**config.mk**
```make
export PLATFORM = sky130hd
export DESIGN_NAME = sbus_frame_decoder
export DESIGN_NICKNAME = d
export VERILOG_FILES = /design/src/rtl/core/sfd_pkg.sv /design/src/rtl/core/sfd_ctrl.sv /design/src/rtl/core/sfd_datapath.sv /design/src/rtl/core/sbus_frame_decoder.sv
export SDC_FILE = /design/constraint.sdc
export NUM_CORES = 1
export LEC_CHECK = 0
export BUFFER_PORTS_ARGS = -buffer_cell sky130_fd_sc_hd__buf_2
export CAP_MARGIN = 20
export CORE_MARGIN = 4
export CORE_UTILIZATION = 57
export CTS_CLUSTER_SIZE = 30
export DETAILED_ROUTE_END_ITERATION = 12
export GPL_ROUTABILITY_DRIVEN = 0
export MAX_ROUTING_LAYER = met4
export PLACE_DENSITY = 0.82
export RECOVER_POWER = 100
export SLEW_MARGIN = 20
export SYNTH_ARGS = -nofsm -noshare
export SYNTH_HDL_FRONTEND = slang
export SYNTH_SLANG_ARGS = --single-unit
```
**constraint.sdc**
```tcl
create_clock -name aclk -period 4.33 [get_ports aclk]
set_input_delay 0.2165 -clock aclk [delete_from_list [all_inputs] [get_ports aclk]]
set_output_delay 0.2165 -clock aclk [all_outputs]
set_load 0.05 [all_outputs]
```
**src/rtl/core/sfd_pkg.sv**
```systemverilog
// ----------------------------------------------------------------------------
// sfd_pkg
// Shared constants and controller/datapath interface types for the SBUS
// frame decoder.
// ----------------------------------------------------------------------------
package sfd_pkg;

    localparam int unsigned ByteW      = 8;
    localparam int unsigned ChanW      = 11;
    localparam int unsigned ChanIdxW   = 4;
    localparam int unsigned Channels   = 16;
    localparam int unsigned PosW       = 5;
    localparam int unsigned BufW       = 18;
    localparam int unsigned CntW       = 5;

    localparam logic [PosW-1:0]  POS_HEADER  = 5'd0;
    localparam logic [PosW-1:0]  POS_LAST_CH = 5'd22;
    localparam logic [PosW-1:0]  POS_FLAGS   = 5'd23;
    localparam logic [PosW-1:0]  POS_FOOTER  = 5'd24;
    localparam logic [PosW-1:0]  POS_IDLE    = 5'd31;

    localparam logic [ByteW-1:0] HEADER_BYTE = 8'h0F;
    localparam logic [ByteW-1:0] FOOTER_BYTE = 8'h00;
    localparam int unsigned      LostBit     = 2;

    localparam logic [ChanIdxW-1:0] LAST_CHAN = 4'd15;

    // Controller to datapath
    typedef struct packed {
        logic accept;     // take the byte on the input channel
        logic load_good;  // load next stored channel into the output stage
        logic load_bad;   // load the bad-frame result into the output stage
    } sfd_cmd_t;

    // Datapath to controller
    typedef struct packed {
        logic frame_end;  // current input byte is the footer of a frame
        logic frame_ok;   // header and footer both match
        logic emit_last;  // next channel to emit is the final one
        logic out_free;   // output stage can take a new item this cycle
    } sfd_status_t;

endpackage

```
**src/rtl/core/sfd_ctrl.sv**
```systemverilog
// ----------------------------------------------------------------------------
// sfd_ctrl
// Controller: takes bytes, then drives the end-of-frame result burst.
// ----------------------------------------------------------------------------
module sfd_ctrl (
    input  logic                 aclk,
    input  logic                 aresetn,
    input  logic                 in_valid,
    output logic                 in_ready,
    input  sfd_pkg::sfd_status_t status,
    output sfd_pkg::sfd_cmd_t    cmd
);
    import sfd_pkg::*;

    typedef enum logic [1:0] {
        ST_RUN,
        ST_EMIT,
        ST_BAD
    } state_t;

    state_t state_reg, state_next;
    logic   ready_reg, ready_next;

    assign in_ready = ready_reg;

    // Decode commands from state
    always_comb begin
        cmd            = '0;
        state_next     = state_reg;
        cmd.accept     = ready_reg && in_valid;
        case (state_reg)
            ST_RUN: begin
                if (cmd.accept && status.frame_end) begin
                    state_next = status.frame_ok ? ST_EMIT : ST_BAD;
                end
            end
            ST_EMIT: begin
                if (status.out_free) begin
                    cmd.load_good = 1'b1;
                    if (status.emit_last) begin
                        state_next = ST_RUN;
                    end
                end
            end
            ST_BAD: begin
                if (status.out_free) begin
                    cmd.load_bad = 1'b1;
                    state_next   = ST_RUN;
                end
            end
            default: begin
                state_next = ST_RUN;
            end
        endcase
        ready_next = (state_next == ST_RUN);
    end

    // Hold state and ready
    always_ff @(posedge aclk) begin
        if (!aresetn) begin
            state_reg <= ST_RUN;
            ready_reg <= 1'b0;
        end else begin
            state_reg <= state_next;
            ready_reg <= ready_next;
        end
    end

endmodule

```
**src/rtl/core/sfd_datapath.sv**
```systemverilog
// ----------------------------------------------------------------------------
// sfd_datapath
// Byte position tracking, bit unpacking into the channel store, frame check
// and the output register.
// ----------------------------------------------------------------------------
module sfd_datapath (
    input  logic                                aclk,
    input  logic                                aresetn,
    input  logic [sfd_pkg::ByteW-1:0]           rx_byte,
    input  logic                                frame_start,
    input  sfd_pkg::sfd_cmd_t                   cmd,
    output sfd_pkg::sfd_status_t                status,
    output logic                                out_valid,
    input  logic                                out_ready,
    output logic [sfd_pkg::ChanIdxW-1:0]        out_index,
    output logic [sfd_pkg::ChanW-1:0]           out_value,
    output logic                                out_good,
    output logic                                out_lost,
    output logic                                out_last
);
    import sfd_pkg::*;

    logic [PosW-1:0]     pos_reg, pos_next;
    logic                hdr_ok_reg, hdr_ok_next;
    logic [BufW-1:0]     buf_reg, buf_next;
    logic [CntW-1:0]     nbits_reg, nbits_next;
    logic [CntW-1:0]     filled_reg, filled_next;
    logic                lost_reg, lost_next;
    logic [ChanIdxW-1:0] emit_idx_reg, emit_idx_next;
    logic                valid_reg, valid_next;

    logic [ChanIdxW-1:0] index_reg;
    logic [ChanW-1:0]    value_reg;
    logic                good_reg, lost_out_reg, last_reg;

    logic [ChanW-1:0]    store [Channels];

    logic [PosW-1:0]     eff_pos;
    logic [BufW-1:0]     eff_buf, merged;
    logic [CntW-1:0]     eff_nbits, nb_sum;
    logic [CntW-1:0]     eff_filled;
    logic                store_we;
    logic [ChanW-1:0]    store_wdata;

    // Apply a start mark ahead of the byte itself
    always_comb begin
        eff_pos    = frame_start ? POS_HEADER : pos_reg;
        eff_buf    = frame_start ? '0 : buf_reg;
        eff_nbits  = frame_start ? '0 : nbits_reg;
        eff_filled = frame_start ? '0 : filled_reg;
        merged     = eff_buf | ({{(BufW-ByteW){1'b0}}, rx_byte} << eff_nbits[3:0]);
        nb_sum     = eff_nbits + 5'd8;
    end

    // Advance frame state on an accepted byte
    always_comb begin
        pos_next    = pos_reg;
        hdr_ok_next = hdr_ok_reg;
        buf_next    = buf_reg;
        nbits_next  = nbits_reg;
        filled_next = filled_reg;
        lost_next   = lost_reg;
        store_we    = 1'b0;
        store_wdata = merged[ChanW-1:0];
        emit_idx_next = emit_idx_reg;

        if (cmd.accept) begin
            if (frame_start) begin
                hdr_ok_next = 1'b0;
                buf_next    = '0;
                nbits_next  = '0;
                filled_next = '0;
                lost_next   = 1'b0;
                pos_next    = POS_HEADER;
            end
            if (eff_pos == POS_HEADER) begin
                hdr_ok_next = (rx_byte == HEADER_BYTE);
                pos_next    = eff_pos + 5'd1;
            end else if (eff_pos <= POS_LAST_CH) begin
                if (nb_sum >= 5'd11) begin
                    store_we    = !eff_filled[CntW-1];
                    filled_next = eff_filled + 5'd1;
                    buf_next    = merged >> ChanW;
                    nbits_next  = nb_sum - 5'd11;
                end else begin
                    buf_next    = merged;
                    nbits_next  = nb_sum;
                end
                pos_next = eff_pos + 5'd1;
            end else if (eff_pos == POS_FLAGS) begin
                lost_next = rx_byte[LostBit];
                pos_next  = eff_pos + 5'd1;
            end else if (eff_pos == POS_FOOTER) begin
                pos_next      = POS_IDLE;
                emit_idx_next = '0;
            end
        end

        if (cmd.load_good) begin
            emit_idx_next = emit_idx_reg + 4'd1;
        end
    end

    // Report to the controller
    always_comb begin
        status.frame_end = (eff_pos == POS_FOOTER);
        status.frame_ok  = hdr_ok_reg && !frame_start && (rx_byte == FOOTER_BYTE);
        status.emit_last = (emit_idx_reg == LAST_CHAN);
        status.out_free  = !valid_reg || out_ready;
    end

    // Output valid: set on load, drop when taken
    always_comb begin
        if (cmd.load_good || cmd.load_bad) begin
            valid_next = 1'b1;
        end else if (out_ready) begin
            valid_next = 1'b0;
        end else begin
            valid_next = valid_reg;
        end
    end

    // Control state
    always_ff @(posedge aclk) begin
        if (!aresetn) begin
            pos_reg      <= POS_IDLE;
            hdr_ok_reg   <= 1'b0;
            buf_reg      <= '0;
            nbits_reg    <= '0;
            filled_reg   <= '0;
            lost_reg     <= 1'b0;
            emit_idx_reg <= '0;
            valid_reg    <= 1'b0;
        end else begin
            pos_reg      <= pos_next;
            hdr_ok_reg   <= hdr_ok_next;
            buf_reg      <= buf_next;
            nbits_reg    <= nbits_next;
            filled_reg   <= filled_next;
            lost_reg     <= lost_next;
            emit_idx_reg <= emit_idx_next;
            valid_reg    <= valid_next;
        end
    end

    // Channel store write
    always_ff @(posedge aclk) begin
        if (store_we) begin
            store[eff_filled[ChanIdxW-1:0]] <= store_wdata;
        end
    end

    // Output payload
    always_ff @(posedge aclk) begin
        if (cmd.load_good) begin
            index_reg    <= emit_idx_reg;
            value_reg    <= store[emit_idx_reg];
            good_reg     <= 1'b1;
            lost_out_reg <= lost_reg;
            last_reg     <= (emit_idx_reg == LAST_CHAN);
        end else if (cmd.load_bad) begin
            index_reg    <= '0;
            value_reg    <= '0;
            good_reg     <= 1'b0;
            lost_out_reg <= 1'b0;
            last_reg     <= 1'b1;
        end
    end

    assign out_valid = valid_reg;
    assign out_index = index_reg;
    assign out_value = value_reg;
    assign out_good  = good_reg;
    assign out_lost  = lost_out_reg;
    assign out_last  = last_reg;

endmodule

```
**src/rtl/core/sbus_frame_decoder.sv**
```systemverilog
// ----------------------------------------------------------------------------
// sbus_frame_decoder
// SBUS 25-byte frame decoder producing sixteen 11-bit channel items.
// ----------------------------------------------------------------------------
// Input channel s_*: one received byte per item, s_tuser marks the first byte
// after an idle line. Bytes 1..22 are unpacked LSB first into a 16-entry
// channel store; byte 23 bit 2 is the frame-lost flag; byte 24 is the footer.
// Output channel m_*: on a good frame (header 0x0F, footer 0x00) sixteen items
// carry channels 0..15 with m_tlast on channel 15; on a bad frame one item
// with m_tuser low, zero data and m_tlast set.
// Timing: after the footer byte the input stalls while the output register
// drains the store one channel per cycle, unless the receiver stalls. The
// first result is loaded into the output register after the controller
// has registered its move out of the run state on the footer byte.
// Reset: synchronous, active low; no frame in progress, output empty, s_tready
// is registered and rises in the cycle after release. A stalled receiver
// holds the current item and pauses the burst; a byte may still be taken
// while the last item of the previous frame waits.
// ----------------------------------------------------------------------------
module sbus_frame_decoder (
    input  logic        aclk,
    input  logic        aresetn,
    input  logic        s_tvalid,
    output logic        s_tready,
    input  logic [7:0]  s_tdata,   // [7:0] rx_byte
    input  logic        s_tuser,   // [0] frame_start
    output logic        m_tvalid,
    input  logic        m_tready,
    output logic [15:0] m_tdata,   // [3:0] channel_index, [14:4] channel_value,
                                   // [15] frame_lost
    output logic        m_tuser,   // [0] frame_good
    output logic        m_tlast    // last
);
    import sfd_pkg::*;

    sfd_cmd_t            cmd;
    sfd_status_t         status;
    logic [ChanIdxW-1:0] out_index;
    logic [ChanW-1:0]    out_value;
    logic                out_lost;

    sfd_ctrl u_ctrl (
        .aclk     (aclk),
        .aresetn  (aresetn),
        .in_valid (s_tvalid),
        .in_ready (s_tready),
        .status   (status),
        .cmd      (cmd)
    );

    sfd_datapath u_datapath (
        .aclk        (aclk),
        .aresetn     (aresetn),
        .rx_byte     (s_tdata),
        .frame_start (s_tuser),
        .cmd         (cmd),
        .status      (status),
        .out_valid   (m_tvalid),
        .out_ready   (m_tready),
        .out_index   (out_index),
        .out_value   (out_value),
        .out_good    (m_tuser),
        .out_lost    (out_lost),
        .out_last    (m_tlast)
    );

    // Pack result fields
    assign m_tdata = {out_lost, out_value, out_index};

endmodule

```
==> metrics.md, run 1 <==
| Metric | Value |
|---|---|
| Post-synthesis async set-or-reset flop share | 0 |
| Commonest cells in the netlist | edfxtp_1, nor2_1, mux4_2, nand2_1, dfxtp_1 |
| Gr usage total | 0.247 |
| Resized cells post-CTS | 0 |
| DRT Pass-1 Iters | 6 |
| Final instance area | between 10000 and 15000 um2 |
| Hold Violations, Final | 0 |
| HP Class | input pin to register |
| Synth Net Count | 759 |
| Post-DP Area | about 11000 um2 |
| Share of layout cells above drive strength 1 | 0.147 |
| Worst path required time | 4760 ps |
| Peak supply drop | slightly below 400 uV |
| N_diodes | 0 |
| DRT iter0 DRCs | slightly below 1000 |
| First-pass GRT wire length | 37.8 mm |
| H-tree depth | 1 |
| Synth area leaders | edfxtp_1, mux4_2, dfxtp_1, nor2_1, nand2_1 |
| CTS tree | built |
| Post-DR wirelength/cell | 23.9 um |
| Fin Setup TNS | 0 ps |
| WL met3 | 1.98 mm |
| P per Cell Area | 417 nW/um2 |
| Met2 routed WL | 12.3 mm |
| Hold Crit Start | aresetn |
| CTS Root Cell | clkbuf_16 |
| Finish-stage setup viols | 0 |
| Max reg flops | 176 |
| Top FF cell, synth | edfxtp_1 |
| Worst slew margin | -0.173 |
| Num CTS Buffers | 24 |
| Unrepaired setup endpoints after global routing | false |
| DRT met1 WL | 9.42 mm |
| Synthesized flop and latch total | around 240 |
| Layout net count | 800 |
| Cell chain of the critical path | nor2b_1, ha_1, inv_1, o221a_1, nor3_1, nand4_1, or4_1, a31oi_1 |
| Sequential-to-total area share from yosys stat | 0.643 |
| Top cell type by total area after synthesis | edfxtp_1 |
| CP endpoint kind | register |
| Leak Pwr | 3.67 nW |
| Worst-Margin Slew | 1760 ps |
| Area delta synth->final | 10.9% |
| Setup Fix Bufs, Post-CTS | 0 |
| Worst hold margin | between 50 and 60 ps |
| Most frequent cell after synthesis | edfxtp_1 |
| Hold_buf cts | 0 |
| Via total after detailed routing | 6821 |
| Top layer reached by signal wires | met4 |
| Slew Viols, Final | 45 |
| Clk slew on worst S/H paths | 60 ps |
| I/O pin total | 33 |
| Fillers | around 1300 |
| Vias/cell | 6.65 |
| R2R Path Start | u_datapath.nbits_reg[1]$_SDFFE_PN0N_ |
| Vias in the first global route | 6594 |
| Die span in x | 144 um |
| CP startpoint kind | register |
| Worst clock skew | 19.7 ps |
| Worst Hold Path Cells | 2 |
| Crit path DAT | 4280 ps |
| Die height | 144 um |
| Slowest Stage Delay on Critical Path | just over 900 ps |
| Core Footprint | 18000 um2 |
| Cells after DPL | 982 |
| Worst Reg-to-Reg Cells | 8 |
| Initial antenna violation count | 0 |
| Highest Clock Rate | 0.260 GHz |
| CTS Buffer Depth | 3 |
| Post-synth EDFFs | approximately 190 |
| Critical path launch point | u_datapath.nbits_reg[1]$_SDFFE_PN0N_ |
| Failing checks | capacitance limit, slew limit |
| Critical path's slowest cell | nor3_1 |
| Rows | 49 |
| Post-layout total power | 4.86 mW |
| Max-cap violation count | 1 |
| Final ANT Viol Nets | 0 |
| # DRC | 0 |
| Final Cycle Share | 0.889 |
| Status | finished with violations |
| Post-synth cell types | 62 |
| Top cell type's share of synthesized area | 0.552 |
| Largest net degree at the start of global routing | 45 |
| Initial Util | 0.583 |
| Yosys warns | 0 |
| Clock sinks | about 240 |
| Max FO, Critical Path | 17 |
| Routed WL | 24.5 mm |
| Port bufs | 32 |
| Die area | 20700 um2 |
| Avg Cell Area, Syn | 14.2 um2 |
| Final critical delay including setup and external delays | 3850 ps |
| Post-Synthesis Cells | 738 |
| CP Class | register to register |
| Grt total ovfl | 0 |
| Hpwl dp | 15.3 mm |
| Finished Layout Cells | 1026 |
| Clock Latency Late Sink | 520 ps |
| Mapped cell area | 10500 um2 |
==> cells in the final DEF, fill, tap and decap left out, types with 3 or more instances in the layout <==
| cell | netlist | routed |
|---|---|---|
| or4_1 | 3 | 3 |
| nand2b_1 | 7 | 7 |
| nor2b_1 | 9 | 9 |
| a22o_1 | 3 | 3 |
| bufinv_16 | 0 | 4 |
| nand2_1 | 58 | 58 |
| o221ai_1 | 3 | 3 |
| and2_0 | 0 | 14 |
| o211ai_1 | 4 | 4 |
| o31ai_1 | 5 | 5 |
| clkinv_1 | 0 | 3 |
| nor2_1 | 60 | 60 |
| dfxtp_1 | 48 | 47 |
| a21oi_1 | 32 | 32 |
| mux4_2 | 58 | 58 |
| a32oi_1 | 5 | 5 |
| nand3_1 | 20 | 20 |
| clkinv_2 | 0 | 4 |
| clkbuf_16 | 0 | 24 |
| clkbuf_1 | 27 | 50 |
| nand3b_1 | 7 | 7 |
| a31oi_1 | 9 | 9 |
| a22oi_1 | 3 | 3 |
| inv_1 | 21 | 21 |
| and2_1 | 20 | 6 |
| o21a_1 | 4 | 4 |
| ha_1 | 8 | 8 |
| a211oi_1 | 3 | 3 |
| o2bb2ai_1 | 3 | 3 |
| o21ai_0 | 38 | 39 |
| mux2i_1 | 6 | 6 |
| or3_1 | 3 | 3 |
| buf_2 | 12 | 11 |
| clkinvlp_4 | 0 | 3 |
| nand4_1 | 5 | 5 |
| nor3_1 | 10 | 11 |
| and3_1 | 6 | 6 |
| edfxtp_1 | 193 | 193 |
==> report_power, final <==
part           internal, mW  switching (mW)
registers              2.52         0.00915
logic                0.0505           0.149
clock network          1.27           0.869
==> critical path, delay by kind of cell, from the launching register on <==
kind | cells | cell delay, ps
flops | 1 | 700
simple gates | 4 | 2180
compound gates | 2 | 510
fa+ha+maj | 1 | 270
buf+inv | 1 | 100
==> through the flow <==
step | util | setup slack [ps]
finish | 0.646 | 481
global route | 0.646 | 192
CTS | 0.655 | 605
detailed placement | 0.609 | 598
global placement | 0.609 | 904
floorplan | - | 989
==> cell families (layout without fill, tap and decap cells) <==
kind of cell               after synthesis  in the layout  share of synthesized area
muxes                                   67             67                      0.133
and+or+nand+nor                        217            217                      0.101
AOI/OAI and AO/OA                      136            136                     0.0854
DFF                                    241            241                      0.643
xor gates and xnor gates                 2              2                    0.00167
buffers and inverters                   67            126                     0.0264
adders and majority gates                8              8                    0.00953
==> layout make-up <==
cell class,count,area (um2),area share
sequential,241,6760,0.580
multi-input combinational,430,3450,0.296
clock buffer,27,612,0.0525
tap,229,287,0.0246
timing repair buffer,61,251,0.0216
clock inverter,17,208,0.0178
inverter,21,78.8,0.00677
==> path summary, 6_finish.rpt <==
check                                                              to  slack [ps]
worst max-delay path            u_datapath.filled_reg[3]$_SDFFE_PN0N_         480
worst min-delay path               u_datapath.pos_reg[0]$_SDFFE_PN1N_          60
worst max register to register  u_datapath.filled_reg[3]$_SDFFE_PN0N_         480
worst min register to register     u_datapath.hdr_ok_reg$_SDFFE_PN0P_         460
==> routing by layer <==
| layer | track usage | up-vias |
|---|---|---|
| li1 | - | 2936 |
| met1 | 0.326 | 3371 |
| met2 | 0.413 | 431 |
| met3 | 0.0359 | 83 |
| met4 | 0.0565 | 0 |
| met5 | - | - |
(Power assumes the default switching activity.)
==> run 2: changes to the inputs <==
==> constraint.sdc (replaced) <==
create_clock -name aclk -period 4.33 [get_ports aclk]
set_input_delay 0.433 -clock aclk [delete_from_list [all_inputs] [get_ports aclk]]
set_output_delay 0.433 -clock aclk [all_outputs]
set_load 0.05 [all_outputs]
==> run 2 against run 1 <==
  * The flow still finishes with violations (capacitance limit, slew limit)
  * Count of clock-buffer cells in the layout is 4 higher
  * Die area unchanged
  * Flip-flop and latch count did not move
  * Final cell count increased by 0.49%
  * Sequential power about the same
  * Non-clock buffer count rose by 2
  * Hold slack improved by 210 ps
  * Critical endpoint is now u_datapath.store[4][4]$_DFFE_PP_
==> metrics.md, run 2 (synthesized netlist as in run 1, its figures left out) <==
| Metric | Value |
|---|---|
| Status | finished with violations (unchanged) |
| Failing checks | capacitance limit, slew limit (unchanged) |
| Peak supply drop | 437 uV (was 395 uV) |
| Die span in x | 144 um (unchanged) |
| Fillers | 1270 (was 1254) |
| Grt total ovfl | 0 (unchanged) |
| Worst path required time | 4470 ps (was 4760 ps) |
| Worst-Margin Slew | 1710 ps (was 1760 ps) |
| Post-DP Area | 11000 um2 (about the same) |
| Max reg flops | 176 (unchanged) |
| CP startpoint kind | register (unchanged) |
| Post-DR wirelength/cell | 24.7 um (was 23.9 um) |
| DRT Pass-1 Iters | 6 (unchanged) |
| Initial antenna violation count | 1 (was 0) |
| Vias in the first global route | 6683 (was 6594) |
| Area delta synth->final | 12.5% (was 10.9%) |
| Worst clock skew | 14.0 ps (was 19.7 ps) |
| Critical path's slowest cell | dfxtp_1 (was nor3_1) |
| Num CTS Buffers | 25 (was 24) |
| P per Cell Area | 436 nW/um2 (was 417 nW/um2) |
| Final instance area | 11800 um2 (was 11600 um2) |
| Slew Viols, Final | 38 (was 45) |
| Finish-stage setup viols | 0 (unchanged) |
| Max-cap violation count | 2 (was 1) |
| Highest Clock Rate | 0.258 GHz (was 0.260 GHz) |
| Fin Setup TNS | 0 ps (unchanged) |
| Cells after DPL | 984 (was 982) |
| GR Util met1 | 0.331 (was 0.326) |
| Clock Latency Late Sink | 520 ps (about the same) |
| H-tree depth | 1 (unchanged) |
| CTS Buffer Depth | 3 (unchanged) |
| Commonest non-fill, non-tap cell in the layout | edfxtp_1 (unchanged) |
| Resized cells post-CTS | 0 (unchanged) |
| Hpwl dp | 16.0 mm (was 15.3 mm) |
| Core Footprint | 18000 um2 (unchanged) |
| Finished Layout Cells | 1031 (was 1026) |
| Die area | 20700 um2 (unchanged) |
| Routed WL | 25.4 mm (was 24.5 mm) |
| Leading cell types in the layout, fill and taps excluded | edfxtp_1, nor2_1, nand2_1, mux4_2, clkbuf_1 (unchanged) |
| GR Layer Usage met3 | 0.0359 (unchanged) |
| Final critical delay including setup and external delays | 3880 ps (was 3850 ps) |
| Setup Fix Bufs, Post-CTS | 0 (unchanged) |
| CP Class | register to register (unchanged) |
| Clk slew on worst S/H paths | 60 ps (about the same) |
| Clock sinks | 241 (unchanged) |
| Unrepaired setup endpoints after global routing | false (unchanged) |
| Initial Util | 0.583 (unchanged) |
| CTS tree | built (unchanged) |
| Hold_buf cts | 0 (unchanged) |
| First-pass GRT wire length | 38.9 mm (was 37.8 mm) |
| Via total after detailed routing | 6871 (was 6821) |
| CP endpoint kind | register (unchanged) |
| Hold Violations, Final | 0 (unchanged) |
| Max FO, Critical Path | 17 (unchanged) |
| Grt peak-use layer | met2 (unchanged) |
| Port bufs | 32 (unchanged) |
| Grt met2 use | 0.423 (was 0.413) |
| Largest net degree at the start of global routing | 45 (unchanged) |
| Worst slew margin | -0.140 (was -0.173) |
| Slowest Stage Delay on Critical Path | 690 ps (was 910 ps) |
| Die height | 144 um (unchanged) |
| Leak Pwr | 3.77 nW (was 3.67 nW) |
| Final Cycle Share | 0.895 (was 0.889) |
| Crit path DAT | 4010 ps (was 4280 ps) |
| Rows | 49 (unchanged) |
| Share of layout cells above drive strength 1 | 0.159 (was 0.147) |
| Vias/cell | 6.66 (was 6.65) |
| CTS Root Cell | clkbuf_16 (unchanged) |
| I/O pin total | 33 (unchanged) |
| Layout net count | 803 (was 800) |
| # DRC | 0 (unchanged) |
| Gr usage total | 0.257 (was 0.247) |
| HP Class | input pin to register (unchanged) |
| Post-layout total power | 5.16 mW (was 4.86 mW) |
| Final ANT Viol Nets | 0 (unchanged) |
| DRT iter0 DRCs | 845 (was 980) |
| Cell chain of the critical path | nor2b_1, ha_1, inv_1, o221ai_1, nand3_1, a21oi_1, nand2_1, nor2_1, clkbuf_1 (was nor2b_1, ha_1, inv_1, o221a_1, nor3_1, nand4_1, or4_1, a31oi_1) |
run 2: cell count changes in the layout (fill, tap and decap cells not counted), sizes merged:
cell | before | now
clkinvlp | 3 | 1
bufinv | 4 | 8
buf | 13 | 19
diode | 0 | 1
clkinv | 9 | 5
run 2: worst paths after layout:
path                                         from                                  to  slack (ps)  cells past startpoint
max          u_datapath.nbits_reg[1]$_SDFFE_PN0N_    u_datapath.store[4][4]$_DFFE_PP_         450                      9
min                                      m_tready   u_datapath.out_valid$_SDFFE_PN0P_         270                      3
max reg2reg  u_datapath.nbits_reg[1]$_SDFFE_PN0N_    u_datapath.store[4][4]$_DFFE_PP_         450                      9
min reg2reg    u_datapath.buf_reg[7]$_SDFFE_PN0N_  u_datapath.buf_reg[7]$_SDFFE_PN0N_         460                      2
run 2: cell type report:
cell class | instances | area (um2) | share of cell area
inverter | 21 | 78.8 | 0.00667
timing repair buffer | 63 | 283 | 0.0239
clock buffer | 31 | 668 | 0.0565
clock inverter | 15 | 282 | 0.0238
multi-input combinational | 430 | 3460 | 0.293
antenna | 1 | 2.50 | 0.000212
sequential | 241 | 6760 | 0.572
tap | 229 | 287 | 0.0242
run 2: stage by stage:
step           utilization  setup slack [ps]  hold WS (ps)
2_1_floorplan            -               772           425
3_3_place_gp         0.610              1120           445
3_5_place_dp         0.610               878           451
4_1_cts              0.663               883           250
5_1_grt              0.656               291           294
6_report             0.656               455           266
run 2: power breakdown:
group / internal [mW] / total [mW] / switching, mW
clock: 1.57 / 2.43 / 0.854
sequential: 2.52 / 2.53 / 0.0122
combinational: 0.0510 / 0.199 / 0.148
run 2: routing by layer:
layer  up-vias  routed length [um]
met5         -                   0
met4         0                1020
met3        92                2200
met2       425               13000
met1      3405                9240
li1       2949                   -
run 2: worst max-delay path, delay by kind of cell (launching register included):
family	cells	cell delay (ps)
buf+inv	2	720
flops	1	690
compound gates	2	690
fa+ha+maj	1	250
simple gates	4	1130
